<file path="src/hdl/tcqs_pkg.sv">
package tcqs_pkg;

    localparam int QUEUE_DEPTH_DEF  = 16;
    localparam int NUM_SLOTS_DEF    = 4;
    localparam int ARRIVAL_BITS_DEF = 16;

    localparam int ID_W       = 30;
    localparam int MODE_W     = 2;
    localparam int SLOT_IDX_W = 3;
    localparam int STATUS_W   = 3;
    localparam int OUT_ARR_W  = 16;
    localparam int AGING_W    = 8;

    localparam logic [AGING_W-1:0] AGING_RESET = 8'd5;

    // input modes
    localparam logic [MODE_W-1:0] MODE_ENQ_NORMAL = 2'd0;
    localparam logic [MODE_W-1:0] MODE_ENQ_PRIO   = 2'd1;
    localparam logic [MODE_W-1:0] MODE_DISPATCH   = 2'd2;

    // command kinds after classification
    localparam logic [1:0] KIND_ENQ_NORMAL = 2'd0;
    localparam logic [1:0] KIND_ENQ_PRIO   = 2'd1;
    localparam logic [1:0] KIND_DISPATCH   = 2'd2;
    localparam logic [1:0] KIND_INVALID    = 2'd3;

    // result status codes
    localparam logic [STATUS_W-1:0] STAT_ENQUEUED   = 3'd0;
    localparam logic [STATUS_W-1:0] STAT_DROPPED    = 3'd1;
    localparam logic [STATUS_W-1:0] STAT_SLOT_EMPTY = 3'd2;
    localparam logic [STATUS_W-1:0] STAT_RELEASED   = 3'd3;
    localparam logic [STATUS_W-1:0] STAT_NO_SLOT    = 3'd4;

    typedef struct packed {
        logic [1:0]            kind;
        logic [ID_W-1:0]       id;
        logic [SLOT_IDX_W-1:0] slot;
    } t_cmd;

endpackage

</file>
<file path="src/hdl/tcqs_ram.sv">
module tcqs_ram #(
    parameter int WIDTH = 8,
    parameter int DEPTH = 16
) (
    input  logic                     i_clk,
    input  logic                     i_we,
    input  logic [$clog2(DEPTH)-1:0] i_waddr,
    input  logic [WIDTH-1:0]         i_wdata,
    input  logic [$clog2(DEPTH)-1:0] i_raddr,
    output logic [WIDTH-1:0]         o_rdata
);

    logic [WIDTH-1:0] r_mem [DEPTH];
    logic [WIDTH-1:0] r_rdata;

    always_ff @(posedge i_clk) begin
        if (i_we) begin
            r_mem[i_waddr] <= i_wdata;
        end
        r_rdata <= r_mem[i_raddr];
    end

    assign o_rdata = r_rdata;

endmodule

</file>
<file path="src/hdl/tcqs_front.sv">
module tcqs_front #(
    parameter int NUM_SLOTS = tcqs_pkg::NUM_SLOTS_DEF
) (
    input  logic                                i_clk,
    input  logic                                i_rst_n,
    input  logic                                i_in_valid,
    output logic                                o_in_ready,
    input  logic [tcqs_pkg::MODE_W-1:0]         i_mode,
    input  logic [tcqs_pkg::ID_W-1:0]           i_client_id,
    input  logic [tcqs_pkg::SLOT_IDX_W-1:0]     i_slot_index,
    output logic                                o_cmd_valid,
    input  logic                                i_cmd_ready,
    output tcqs_pkg::t_cmd                      o_cmd
);

    tcqs_pkg::t_cmd r_entry [2];
    logic           r_wr_ptr;
    logic           r_rd_ptr;
    logic [1:0]     r_cnt;
    tcqs_pkg::t_cmd new_cmd;
    logic           push;
    logic           pop;

    // classify: dispatches to out-of-range slots and the unused mode become one invalid kind
    always_comb begin
        new_cmd.id   = i_client_id;
        new_cmd.slot = i_slot_index;
        unique case (i_mode)
            tcqs_pkg::MODE_ENQ_NORMAL: new_cmd.kind = tcqs_pkg::KIND_ENQ_NORMAL;
            tcqs_pkg::MODE_ENQ_PRIO:   new_cmd.kind = tcqs_pkg::KIND_ENQ_PRIO;
            tcqs_pkg::MODE_DISPATCH: begin
                if ({1'b0, i_slot_index} < (tcqs_pkg::SLOT_IDX_W + 1)'(NUM_SLOTS)) begin
                    new_cmd.kind = tcqs_pkg::KIND_DISPATCH;
                end else begin
                    new_cmd.kind = tcqs_pkg::KIND_INVALID;
                end
            end
            default: new_cmd.kind = tcqs_pkg::KIND_INVALID;
        endcase
    end

    assign o_in_ready  = (r_cnt != 2'd2);
    assign o_cmd_valid = (r_cnt != 2'd0);
    assign o_cmd       = r_entry[r_rd_ptr];
    assign push        = i_in_valid && o_in_ready;
    assign pop         = o_cmd_valid && i_cmd_ready;

    always_ff @(posedge i_clk) begin
        if (push) begin
            r_entry[r_wr_ptr] <= new_cmd;
        end
    end

    always_ff @(posedge i_clk) begin
        if (!i_rst_n) begin
            r_wr_ptr <= 1'b0;
            r_rd_ptr <= 1'b0;
            r_cnt    <= 2'd0;
        end else begin
            if (push) begin
                r_wr_ptr <= ~r_wr_ptr;
            end
            if (pop) begin
                r_rd_ptr <= ~r_rd_ptr;
            end
            if (push && !pop) begin
                r_cnt <= r_cnt + 2'd1;
            end else if (pop && !push) begin
                r_cnt <= r_cnt - 2'd1;
            end
        end
    end

endmodule

</file>
<file path="src/hdl/tcqs_back.sv">
module tcqs_back #(
    parameter int QUEUE_DEPTH  = tcqs_pkg::QUEUE_DEPTH_DEF,
    parameter int NUM_SLOTS    = tcqs_pkg::NUM_SLOTS_DEF,
    parameter int ARRIVAL_BITS = tcqs_pkg::ARRIVAL_BITS_DEF
) (
    input  logic                                i_clk,
    input  logic                                i_rst_n,
    input  logic                                i_cfg_we,
    input  logic [tcqs_pkg::AGING_W-1:0]        i_cfg_data,
    input  logic                                i_cmd_valid,
    output logic                                o_cmd_ready,
    input  tcqs_pkg::t_cmd                      i_cmd,
    output logic                                o_out_valid,
    input  logic                                i_out_ready,
    output logic [tcqs_pkg::STATUS_W-1:0]       o_status,
    output logic [tcqs_pkg::ID_W-1:0]           o_released_id,
    output logic                                o_assigned_valid,
    output logic [tcqs_pkg::ID_W-1:0]           o_assigned_id,
    output logic                                o_assigned_from_priority,
    output logic [tcqs_pkg::OUT_ARR_W-1:0]      o_assigned_arrival,
    output logic [tcqs_pkg::OUT_ARR_W-1:0]      o_arrival_stamp
);

    localparam int PW    = $clog2(QUEUE_DEPTH);
    localparam int CW    = $clog2(QUEUE_DEPTH + 1);
    localparam int SW    = (NUM_SLOTS > 1) ? $clog2(NUM_SLOTS) : 1;
    localparam int IW    = tcqs_pkg::ID_W;
    localparam int AB    = ARRIVAL_BITS;
    localparam int EW    = AB + IW;
    localparam int EXT_W = (AB > tcqs_pkg::OUT_ARR_W) ? AB : tcqs_pkg::OUT_ARR_W;

    localparam logic [1:0] ST_IDLE   = 2'd0;
    localparam logic [1:0] ST_READ   = 2'd1;
    localparam logic [1:0] ST_DECIDE = 2'd2;

    logic [1:0]                   r_state;
    logic [tcqs_pkg::AGING_W-1:0] r_aging;
    logic [PW-1:0]                r_n_head, r_n_tail, r_p_head, r_p_tail;
    logic [CW-1:0]                r_n_cnt, r_p_cnt;
    logic [AB-1:0]                r_arrival;
    logic                         r_busy [NUM_SLOTS];
    logic [IW-1:0]                r_client [NUM_SLOTS];
    logic [SW-1:0]                r_slot;
    logic                         r_out_valid;

    logic [tcqs_pkg::STATUS_W-1:0]  r_status, n_status;
    logic [IW-1:0]                  r_released, n_released;
    logic                           r_asg_v, n_asg_v;
    logic [IW-1:0]                  r_asg_id, n_asg_id;
    logic                           r_asg_p, n_asg_p;
    logic [tcqs_pkg::OUT_ARR_W-1:0] r_asg_arr, n_asg_arr;
    logic [tcqs_pkg::OUT_ARR_W-1:0] r_stamp, n_stamp;

    logic          out_free, hand, dec, load_out;
    logic          n_full, p_full, n_we, p_we;
    logic [AB-1:0] stamp;
    logic [EW-1:0] n_rd, p_rd, wdata;
    logic [AB-1:0] n_arr, p_arr, gap;
    logic          n_any, p_any, normal_wins, take_prio;
    logic [SW-1:0] cmd_slot;
    logic [PW-1:0] n_head_inc, n_tail_inc, p_head_inc, p_tail_inc;
    logic [EXT_W-1:0] stamp_ext, asg_arr_ext;

    assign out_free    = !r_out_valid || i_out_ready;
    assign o_cmd_ready = (r_state == ST_IDLE) && out_free;
    assign hand        = i_cmd_valid && o_cmd_ready;
    assign dec         = (r_state == ST_DECIDE) && out_free;
    assign cmd_slot    = i_cmd.slot[SW-1:0];

    assign n_full = (r_n_cnt == CW'(QUEUE_DEPTH));
    assign p_full = (r_p_cnt == CW'(QUEUE_DEPTH));
    assign stamp  = r_arrival + 1'b1;
    assign wdata  = {stamp, i_cmd.id};
    assign n_we   = hand && (i_cmd.kind == tcqs_pkg::KIND_ENQ_NORMAL) && !n_full;
    assign p_we   = hand && (i_cmd.kind == tcqs_pkg::KIND_ENQ_PRIO) && !p_full;

    assign n_head_inc = (r_n_head == PW'(QUEUE_DEPTH - 1)) ? '0 : r_n_head + 1'b1;
    assign n_tail_inc = (r_n_tail == PW'(QUEUE_DEPTH - 1)) ? '0 : r_n_tail + 1'b1;
    assign p_head_inc = (r_p_head == PW'(QUEUE_DEPTH - 1)) ? '0 : r_p_head + 1'b1;
    assign p_tail_inc = (r_p_tail == PW'(QUEUE_DEPTH - 1)) ? '0 : r_p_tail + 1'b1;

    tcqs_ram #(.WIDTH(EW), .DEPTH(QUEUE_DEPTH)) u_normal_ram (
        .i_clk   (i_clk),
        .i_we    (n_we),
        .i_waddr (r_n_tail),
        .i_wdata (wdata),
        .i_raddr (r_n_head),
        .o_rdata (n_rd)
    );

    tcqs_ram #(.WIDTH(EW), .DEPTH(QUEUE_DEPTH)) u_prio_ram (
        .i_clk   (i_clk),
        .i_we    (p_we),
        .i_waddr (r_p_tail),
        .i_wdata (wdata),
        .i_raddr (r_p_head),
        .o_rdata (p_rd)
    );

    // head entries are registered out of the RAMs during ST_READ
    assign n_arr = n_rd[EW-1:IW];
    assign p_arr = p_rd[EW-1:IW];
    assign n_any = (r_n_cnt != '0);
    assign p_any = (r_p_cnt != '0);
    assign gap   = p_arr - n_arr;
    // the upper half of the gap counts as negative
    assign normal_wins = !gap[AB-1] && (gap > AB'(r_aging));
    assign take_prio   = p_any && !(n_any && normal_wins);

    assign stamp_ext   = EXT_W'(stamp);
    assign asg_arr_ext = EXT_W'(take_prio ? p_arr : n_arr);

    always_comb begin
        n_status   = tcqs_pkg::STAT_NO_SLOT;
        n_released = '0;
        n_asg_v    = 1'b0;
        n_asg_id   = '0;
        n_asg_p    = 1'b0;
        n_asg_arr  = '0;
        n_stamp    = '0;
        if (r_state == ST_DECIDE) begin
            if (r_busy[r_slot]) begin
                n_status   = tcqs_pkg::STAT_RELEASED;
                n_released = r_client[r_slot];
            end else begin
                n_status = tcqs_pkg::STAT_SLOT_EMPTY;
            end
            if (p_any || n_any) begin
                n_asg_v   = 1'b1;
                n_asg_id  = take_prio ? p_rd[IW-1:0] : n_rd[IW-1:0];
                n_asg_p   = take_prio;
                n_asg_arr = asg_arr_ext[tcqs_pkg::OUT_ARR_W-1:0];
            end
        end else begin
            unique case (i_cmd.kind)
                tcqs_pkg::KIND_ENQ_NORMAL: begin
                    n_status = n_full ? tcqs_pkg::STAT_DROPPED : tcqs_pkg::STAT_ENQUEUED;
                    n_stamp  = n_full ? '0 : stamp_ext[tcqs_pkg::OUT_ARR_W-1:0];
                end
                tcqs_pkg::KIND_ENQ_PRIO: begin
                    n_status = p_full ? tcqs_pkg::STAT_DROPPED : tcqs_pkg::STAT_ENQUEUED;
                    n_stamp  = p_full ? '0 : stamp_ext[tcqs_pkg::OUT_ARR_W-1:0];
                end
                default: n_status = tcqs_pkg::STAT_NO_SLOT;
            endcase
        end
    end

    assign load_out = (hand && (i_cmd.kind != tcqs_pkg::KIND_DISPATCH)) || dec;

    always_ff @(posedge i_clk) begin
        if (load_out) begin
            r_status   <= n_status;
            r_released <= n_released;
            r_asg_v    <= n_asg_v;
            r_asg_id   <= n_asg_id;
            r_asg_p    <= n_asg_p;
            r_asg_arr  <= n_asg_arr;
            r_stamp    <= n_stamp;
        end
        if (dec && (p_any || n_any)) begin
            r_client[r_slot] <= n_asg_id;
        end
        if (hand) begin
            r_slot <= cmd_slot;
        end
    end

    always_ff @(posedge i_clk) begin
        if (!i_rst_n) begin
            r_state     <= ST_IDLE;
            r_aging     <= tcqs_pkg::AGING_RESET;
            r_n_head    <= '0;
            r_n_tail    <= '0;
            r_n_cnt     <= '0;
            r_p_head    <= '0;
            r_p_tail    <= '0;
            r_p_cnt     <= '0;
            r_arrival   <= '0;
            r_out_valid <= 1'b0;
            for (int s = 0; s < NUM_SLOTS; s++) begin
                r_busy[s] <= 1'b0;
            end
        end else begin
            if (i_cfg_we) begin
                r_aging <= i_cfg_data;
            end
            if (load_out) begin
                r_out_valid <= 1'b1;
            end else if (i_out_ready) begin
                r_out_valid <= 1'b0;
            end
            if (n_we) begin
                r_n_tail  <= n_tail_inc;
                r_n_cnt   <= r_n_cnt + 1'b1;
                r_arrival <= stamp;
            end
            if (p_we) begin
                r_p_tail  <= p_tail_inc;
                r_p_cnt   <= r_p_cnt + 1'b1;
                r_arrival <= stamp;
            end
            unique case (r_state)
                ST_IDLE: begin
                    if (hand && (i_cmd.kind == tcqs_pkg::KIND_DISPATCH)) begin
                        r_state <= ST_READ;
                    end
                end
                ST_READ: r_state <= ST_DECIDE;
                ST_DECIDE: begin
                    if (dec) begin
                        r_state        <= ST_IDLE;
                        r_busy[r_slot] <= p_any || n_any;
                        if (take_prio) begin
                            r_p_head <= p_head_inc;
                            r_p_cnt  <= r_p_cnt - 1'b1;
                        end else if (n_any) begin
                            r_n_head <= n_head_inc;
                            r_n_cnt  <= r_n_cnt - 1'b1;
                        end
                    end
                end
                default: r_state <= ST_IDLE;
            endcase
        end
    end

    assign o_out_valid              = r_out_valid;
    assign o_status                 = r_status;
    assign o_released_id            = r_released;
    assign o_assigned_valid         = r_asg_v;
    assign o_assigned_id            = r_asg_id;
    assign o_assigned_from_priority = r_asg_p;
    assign o_assigned_arrival       = r_asg_arr;
    assign o_arrival_stamp          = r_stamp;

endmodule

</file>
<file path="src/hdl/two_class_queue_scheduler.sv">
// Channel   Direction  Handshake                  Payload
// input     in         i_in_valid / o_in_ready    i_mode, i_client_id, i_slot_index
// result    out        o_out_valid / i_out_ready  o_status .. o_arrival_stamp
// config    in         i_cfg_we                   i_cfg_data (aging window)
//
// An enqueue or a rejected command takes only the back end's accept step;
// a dispatch goes through accept, registered read of the queue RAM heads and
// decide. A result is registered when the back end accepts an enqueue or a
// rejected command, and in the decide step for a dispatch.
// A 2-entry command queue sits between the classifier and the back end.
// Reset is synchronous, active low; queue storage needs no clearing pass.
// A stalled result holds the back end, the command queue then fills and
// drops o_in_ready.
module two_class_queue_scheduler #(
    parameter int QUEUE_DEPTH  = tcqs_pkg::QUEUE_DEPTH_DEF,
    parameter int NUM_SLOTS    = tcqs_pkg::NUM_SLOTS_DEF,
    parameter int ARRIVAL_BITS = tcqs_pkg::ARRIVAL_BITS_DEF
) (
    input  logic                                i_clk,
    input  logic                                i_rst_n,
    input  logic                                i_cfg_we,
    input  logic [tcqs_pkg::AGING_W-1:0]        i_cfg_data,
    input  logic                                i_in_valid,
    output logic                                o_in_ready,
    input  logic [tcqs_pkg::MODE_W-1:0]         i_mode,
    input  logic [tcqs_pkg::ID_W-1:0]           i_client_id,
    input  logic [tcqs_pkg::SLOT_IDX_W-1:0]     i_slot_index,
    output logic                                o_out_valid,
    input  logic                                i_out_ready,
    output logic [tcqs_pkg::STATUS_W-1:0]       o_status,
    output logic [tcqs_pkg::ID_W-1:0]           o_released_id,
    output logic                                o_assigned_valid,
    output logic [tcqs_pkg::ID_W-1:0]           o_assigned_id,
    output logic                                o_assigned_from_priority,
    output logic [tcqs_pkg::OUT_ARR_W-1:0]      o_assigned_arrival,
    output logic [tcqs_pkg::OUT_ARR_W-1:0]      o_arrival_stamp
);

    logic           cmd_valid;
    logic           cmd_ready;
    tcqs_pkg::t_cmd cmd;

    tcqs_front #(.NUM_SLOTS(NUM_SLOTS)) u_front (
        .i_clk        (i_clk),
        .i_rst_n      (i_rst_n),
        .i_in_valid   (i_in_valid),
        .o_in_ready   (o_in_ready),
        .i_mode       (i_mode),
        .i_client_id  (i_client_id),
        .i_slot_index (i_slot_index),
        .o_cmd_valid  (cmd_valid),
        .i_cmd_ready  (cmd_ready),
        .o_cmd        (cmd)
    );

    tcqs_back #(
        .QUEUE_DEPTH  (QUEUE_DEPTH),
        .NUM_SLOTS    (NUM_SLOTS),
        .ARRIVAL_BITS (ARRIVAL_BITS)
    ) u_back (
        .i_clk                    (i_clk),
        .i_rst_n                  (i_rst_n),
        .i_cfg_we                 (i_cfg_we),
        .i_cfg_data               (i_cfg_data),
        .i_cmd_valid              (cmd_valid),
        .o_cmd_ready              (cmd_ready),
        .i_cmd                    (cmd),
        .o_out_valid              (o_out_valid),
        .i_out_ready              (i_out_ready),
        .o_status                 (o_status),
        .o_released_id            (o_released_id),
        .o_assigned_valid         (o_assigned_valid),
        .o_assigned_id            (o_assigned_id),
        .o_assigned_from_priority (o_assigned_from_priority),
        .o_assigned_arrival       (o_assigned_arrival),
        .o_arrival_stamp          (o_arrival_stamp)
    );

    a_reset_clears_out: assert property (@(posedge i_clk)
        !i_rst_n |=> !o_out_valid)
        else $error("result valid after reset");

    a_assign_on_dispatch: assert property (@(posedge i_clk) disable iff (!i_rst_n)
        (o_out_valid && o_assigned_valid) |->
            (o_status == tcqs_pkg::STAT_SLOT_EMPTY || o_status == tcqs_pkg::STAT_RELEASED))
        else $error("assignment reported on a non-dispatch result");

    a_enqueue_clean: assert property (@(posedge i_clk) disable iff (!i_rst_n)
        (o_out_valid && o_status == tcqs_pkg::STAT_ENQUEUED) |->
            (o_released_id == '0 && o_assigned_id == '0))
        else $error("enqueue result carries dispatch fields");

    a_reject_clean: assert property (@(posedge i_clk) disable iff (!i_rst_n)
        (o_out_valid && (o_status == tcqs_pkg::STAT_DROPPED ||
                         o_status == tcqs_pkg::STAT_NO_SLOT)) |->
            (o_arrival_stamp == '0 && !o_assigned_from_priority))
        else $error("rejected item carries a stamp or assignment");

    a_cmd_only_when_valid: assert property (@(posedge i_clk) disable iff (!i_rst_n)
        (cmd_ready && !cmd_valid && !o_out_valid) |=> !o_out_valid)
        else $error("result produced without a command");

endmodule
</file>
<file path="config.mk">
export PLATFORM = sky130hd
export DESIGN_NAME = two_class_queue_scheduler
export DESIGN_NICKNAME = d
export VERILOG_FILES = /design/src/hdl/tcqs_pkg.sv /design/src/hdl/tcqs_ram.sv /design/src/hdl/tcqs_front.sv /design/src/hdl/tcqs_back.sv /design/src/hdl/two_class_queue_scheduler.sv
export SDC_FILE = /design/constraint.sdc
export NUM_CORES = 2
export LEC_CHECK = 0
export ABC_AREA = 0
export BUFFER_PORTS_ARGS = -buffer_cell sky130_fd_sc_hd__buf_4
export CAP_MARGIN = 20
export CORE_ASPECT_RATIO = 1.1
export CORE_MARGIN = 4
export CORE_UTILIZATION = 42
export DETAILED_ROUTE_END_ITERATION = 10
export GPL_TIMING_DRIVEN = 0
export SLEW_MARGIN = 40
export SYNTH_ARGS = -nofsm -noshare
export SYNTH_HDL_FRONTEND = slang
export SYNTH_SLANG_ARGS = --single-unit
</file>
<file path="constraint.sdc">
create_clock -name i_clk -period 33.1 [get_ports i_clk]
set_clock_uncertainty 0.15 [all_clocks]
set_input_delay 6.62 -clock i_clk [delete_from_list [all_inputs] [get_ports i_clk]]
set_output_delay 6.62 -clock i_clk [all_outputs]
set_load 0.05 [all_outputs]
</file>
==> flow_summary.json <==
{
  "die_height_um": 443,
  "synth_ff_type": "edfxtp_1",
  "cpMostUsedCell": "buf_2",
  "gp_congestion": 0.823,
  "track_usage_pct": 20.3,
  "r2r_end": "u_back.r_client[1][14]",
  "dp.cells": 5922,
  "critPathKind": "in -> reg",
  "post_cts_buffers": 0,
  "required_ns": 33.45,
  "cap_violations": 0,
  "whs_ns": 0.339,
  "syn-num-nets": 3396,
  "yosys.area.top_type_share_pct": 73.2,
  "r2r_slack_ns": 27.19,
  "yosysTopAreaCell": "edfxtp_1",
  "cts_tree": "done",
  "yosys_warnings": 0,
  "vias_per_cell": 5.66,
  "clk_pin_slew_worst_paths_ns": 0.06,
  "first_pass_iters": 7,
  "io-pin-count": 147,
  "crit_fanout": 10,
  "hold_end": "u_back.r_aging[2]",
  "num-fill-cells": 13430,
  "outcome": "completed",
  "cts_resized": 0,
  "seq_area_frac_synth_pct": 77.5,
  "slew_violations": 0,
  "whs_path_depth": 2,
  "synthArstFlopShare_pct": 0,
  "ys_types": 52,
  "power_density_mw_per_mm2": 69.2,
  "grt_pass1_wl_mm": 261,
  "crit_arrival_ns": 10.60,
  "fin_crit_ns": 10.25,
  "fin_util_pct": 50.5,
  "io_buffer_count": 145,
  "routedWlPerCell_um": 28.8,
  "ir_drop_uv": 58.1,
  "die_w_um": 403,
  "route.vias.total": 35562,
  "holdCritStartpoint": "u_back.r_aging[2]",
  "setup_viol": 0,
  "hold_viol": 0,
  "hold_buffers": 0,
  "cp_top_family": "simple AND/OR/NAND/NOR gates",
  "std_cell_rows": 159,
  "drt_iter0_markers": 3699,
  "clockBufferDepth": 3,
  "final-instance-count-excl-fill": 6288,
  "start_util_pct": 42.2,
  "fin_crit_sh_pct": 31.0,
  "coreArea_mm2": 0.171,
  "ys_ff_latch": 1915,
  "grt_max_degree": 35,
  "final_common_cell": "edfxtp_1",
  "nNetsFinal": 3950,
  "syn-cell-area_mm2": 0.0722,
  "fin_area_mm2": 0.0863,
  "grt-ovfl-total": 0,
  "antenna_left": 0,
  "dpl-instance-area_mm2": 0.0798,
  "avgSynthCellArea_um2": 21.8,
  "dp_hpwl_mm": 126,
  "cts_max_level": 4,
  "startpoint_type": "primary input",
  "numCtsBuffers": 192,
  "die-area_mm2": 0.179,
  "r2r-start": "u_back.u_prio_ram.o_rdata[30]",
  "antenna_found_initial": 8,
  "drc": 0,
  "synth_area_leaders": "edfxtp_1 (73%), mux4_2 (15%), dfxtp_1 (4.3%), clkbuf_1 (0.71%), ha_1 (0.68%)",
  "critPathCaptureType": "flop",
  "clock.fmax_mhz": 97.6,
  "rsz0062_at_grt": "false",
  "cp_cell_sequence": "buf_4 -> nor2b_1 -> nor4_2 -> nand2_1 -> nor3b_1 -> buf_2 -> nand2_1 -> nor3_2 -> buf_4 -> buf_2 -> buf_4 -> buf_2 -> buf_2",
  "root_buffer": "clkbuf_16",
  "hp-class": "reg -> reg",
  "synth-edff-count": 1760,
  "crit_buf_inv": 7,
  "finalWirelength_mm": 181,
  "max_slew.worst_pin.slew_ns": 0.899,
  "grt_pass1_vias": 36073,
  "critPathMaxStageDelay_ns": 0.65,
  "drive_gt1_share_pct": 33.3,
  "r2r_cells": 18,
  "cp_slowest_cell": "nor3b_1",
  "slew_headroom_pct": 40.0,
  "p_leak_nw": 27.0,
  "layout_common_cells": "edfxtp_1 (1,760), mux4_2 (491), buf_4 (211)",
  "syn_to_final_growth_pct": 19.5,
  "setup-tns-final_ns": 0,
  "cts_sinks": 1915,
  "syn_inst": 3308,
  "clk_latency_ns": 0.82
}
## worst register-to-register path: cells and delay by family, from the launching register on
family	cells	cell delay (ns)
buffers and inverters	2	0.52
adder cells (fa/ha/maj)	3	0.94
flip-flops	1	0.50
XOR/XNOR	1	0.07
AND/OR/NAND/NOR	5	0.91
AO/OA/AOI/OAI	7	2.47
## cell usage after synthesis (2+ instances only)
| cell | number |
|---|---|
| dfxtp_1 | 155 |
| a21oi_1 | 73 |
| nand2_1 | 64 |
| ha_1 | 39 |
| or3_1 | 5 |
| o211ai_1 | 9 |
| xor2_1 | 37 |
| nor3b_1 | 4 |
| nand3_1 | 65 |
| a31oi_1 | 4 |
| o21ai_0 | 64 |
| a311oi_1 | 2 |
| nand2b_1 | 19 |
| a211o_1 | 3 |
| inv_1 | 38 |
| mux2i_1 | 18 |
| and3_1 | 43 |
| nor2_1 | 95 |
| xnor2_1 | 14 |
| nor4_1 | 5 |
| buf_1 | 33 |
| nor2b_1 | 22 |
| a211oi_1 | 5 |
| mux4_2 | 491 |
| o31ai_1 | 2 |
| nand4_1 | 11 |
| clkbuf_1 | 137 |
| mux2_2 | 35 |
| edfxtp_1 | 1760 |
| nor3_1 | 16 |
| o21a_1 | 9 |
| o21bai_1 | 2 |
| or4_1 | 3 |
| a21o_1 | 8 |
## how the worst max path moves through the flow
stage / startpoint / slack (ns) / end / cells after the start
after CTS: i_out_ready / 23.04 / u_back.u_prio_ram.r_mem[3][19] / 13
after detailed placement: i_out_ready / 22.19 / u_back.u_prio_ram.r_mem[3][19] / 13
final: i_out_ready / 22.85 / u_back.u_prio_ram.r_mem[3][19] / 13
after floorplan: i_out_ready / 17.68 / u_back.o_arrival_stamp[0] / 4
after global placement: i_out_ready / 14.30 / u_back.o_assigned_id[23] / 5
after global routing: i_out_ready / 22.73 / u_back.u_prio_ram.r_mem[3][19] / 13
## report_power, final
group | internal (mW) | total, mW | switching, mW
Sequential | 2.90 | 2.95 | 0.0526
Combinational | 0.247 | 0.844 | 0.597
Clock | 1.26 | 2.18 | 0.919
## layer usage
layer / global-route usage [%] / vias up / share of wire (%)
met4: 5.79 / 0 / 2.6
met5: 0 / - / 0
li1: - / 14860 / -
met2: 32.5 / 1390 / 48
met1: 28.7 / 19048 / 42
met3: 3.98 / 264 / 7.5
## registers in the layout (all words and copies together) (netlist names), 3 cells and up, named ones only
name and cells:
u_back.o_assigned_id 30, u_back.r_n_tail 4, u_back.o_arrival_stamp 16, u_front.r_entry 68
u_back.r_p_tail 4, u_back.u_normal_ram.o_rdata 46, u_back.r_n_head 4, u_back.r_aging 8
u_back.r_p_head 4, u_back.r_client 120, u_back.u_prio_ram.r_mem 736, u_back.r_p_cnt 5
u_back.u_prio_ram.o_rdata 46, u_back.o_status 3, u_back.u_normal_ram.r_mem 736, u_back.o_released_id 30
u_back.r_n_cnt 5, u_back.o_assigned_arrival 16, u_back.r_arrival 16, u_back.r_busy 4
## area by class of cell
| cell class | count | area, um^2 | area share [%] |
|---|---|---|---|
| flip-flops and latches | 1915 | 56000 | 64.9 |
| multi-input cells | 1182 | 16000 | 18.6 |
| clock buffers | 254 | 5210 | 6.04 |
| repair buffers | 360 | 4140 | 4.80 |
| well taps | 2254 | 2820 | 3.27 |
| clock inverters | 111 | 1200 | 1.39 |
| plain buffers | 171 | 757 | 0.878 |
| inverters | 40 | 150 | 0.174 |
| diodes | 1 | 2.50 | 0.00290 |
## cells by family (layout without fill, tap and decap cells)
logic type	count (synthesis)	after routing	share of synthesized area (%)
DFF	1915	1915	77.5
muxes	544	544	16.1
AOI/OAI and AO/OA	191	191	1.54
and+or+nand+nor	356	356	2.42
xor gates and xnor gates	51	51	0.619
buffers and inverters	211	936	1.10
adders and majority gates	40	40	0.704
other	0	1	0
## stage by stage
stage               total power [mW]  setup slack (ns)
finish                          5.97             22.85
CTS                             6.02             23.04
detailed placement              3.85             22.19
global placement                3.82             14.30
global route                    6.19             22.73
floorplan                       3.53             17.68
No activity file was read; power rests on OpenSTA's default activity.
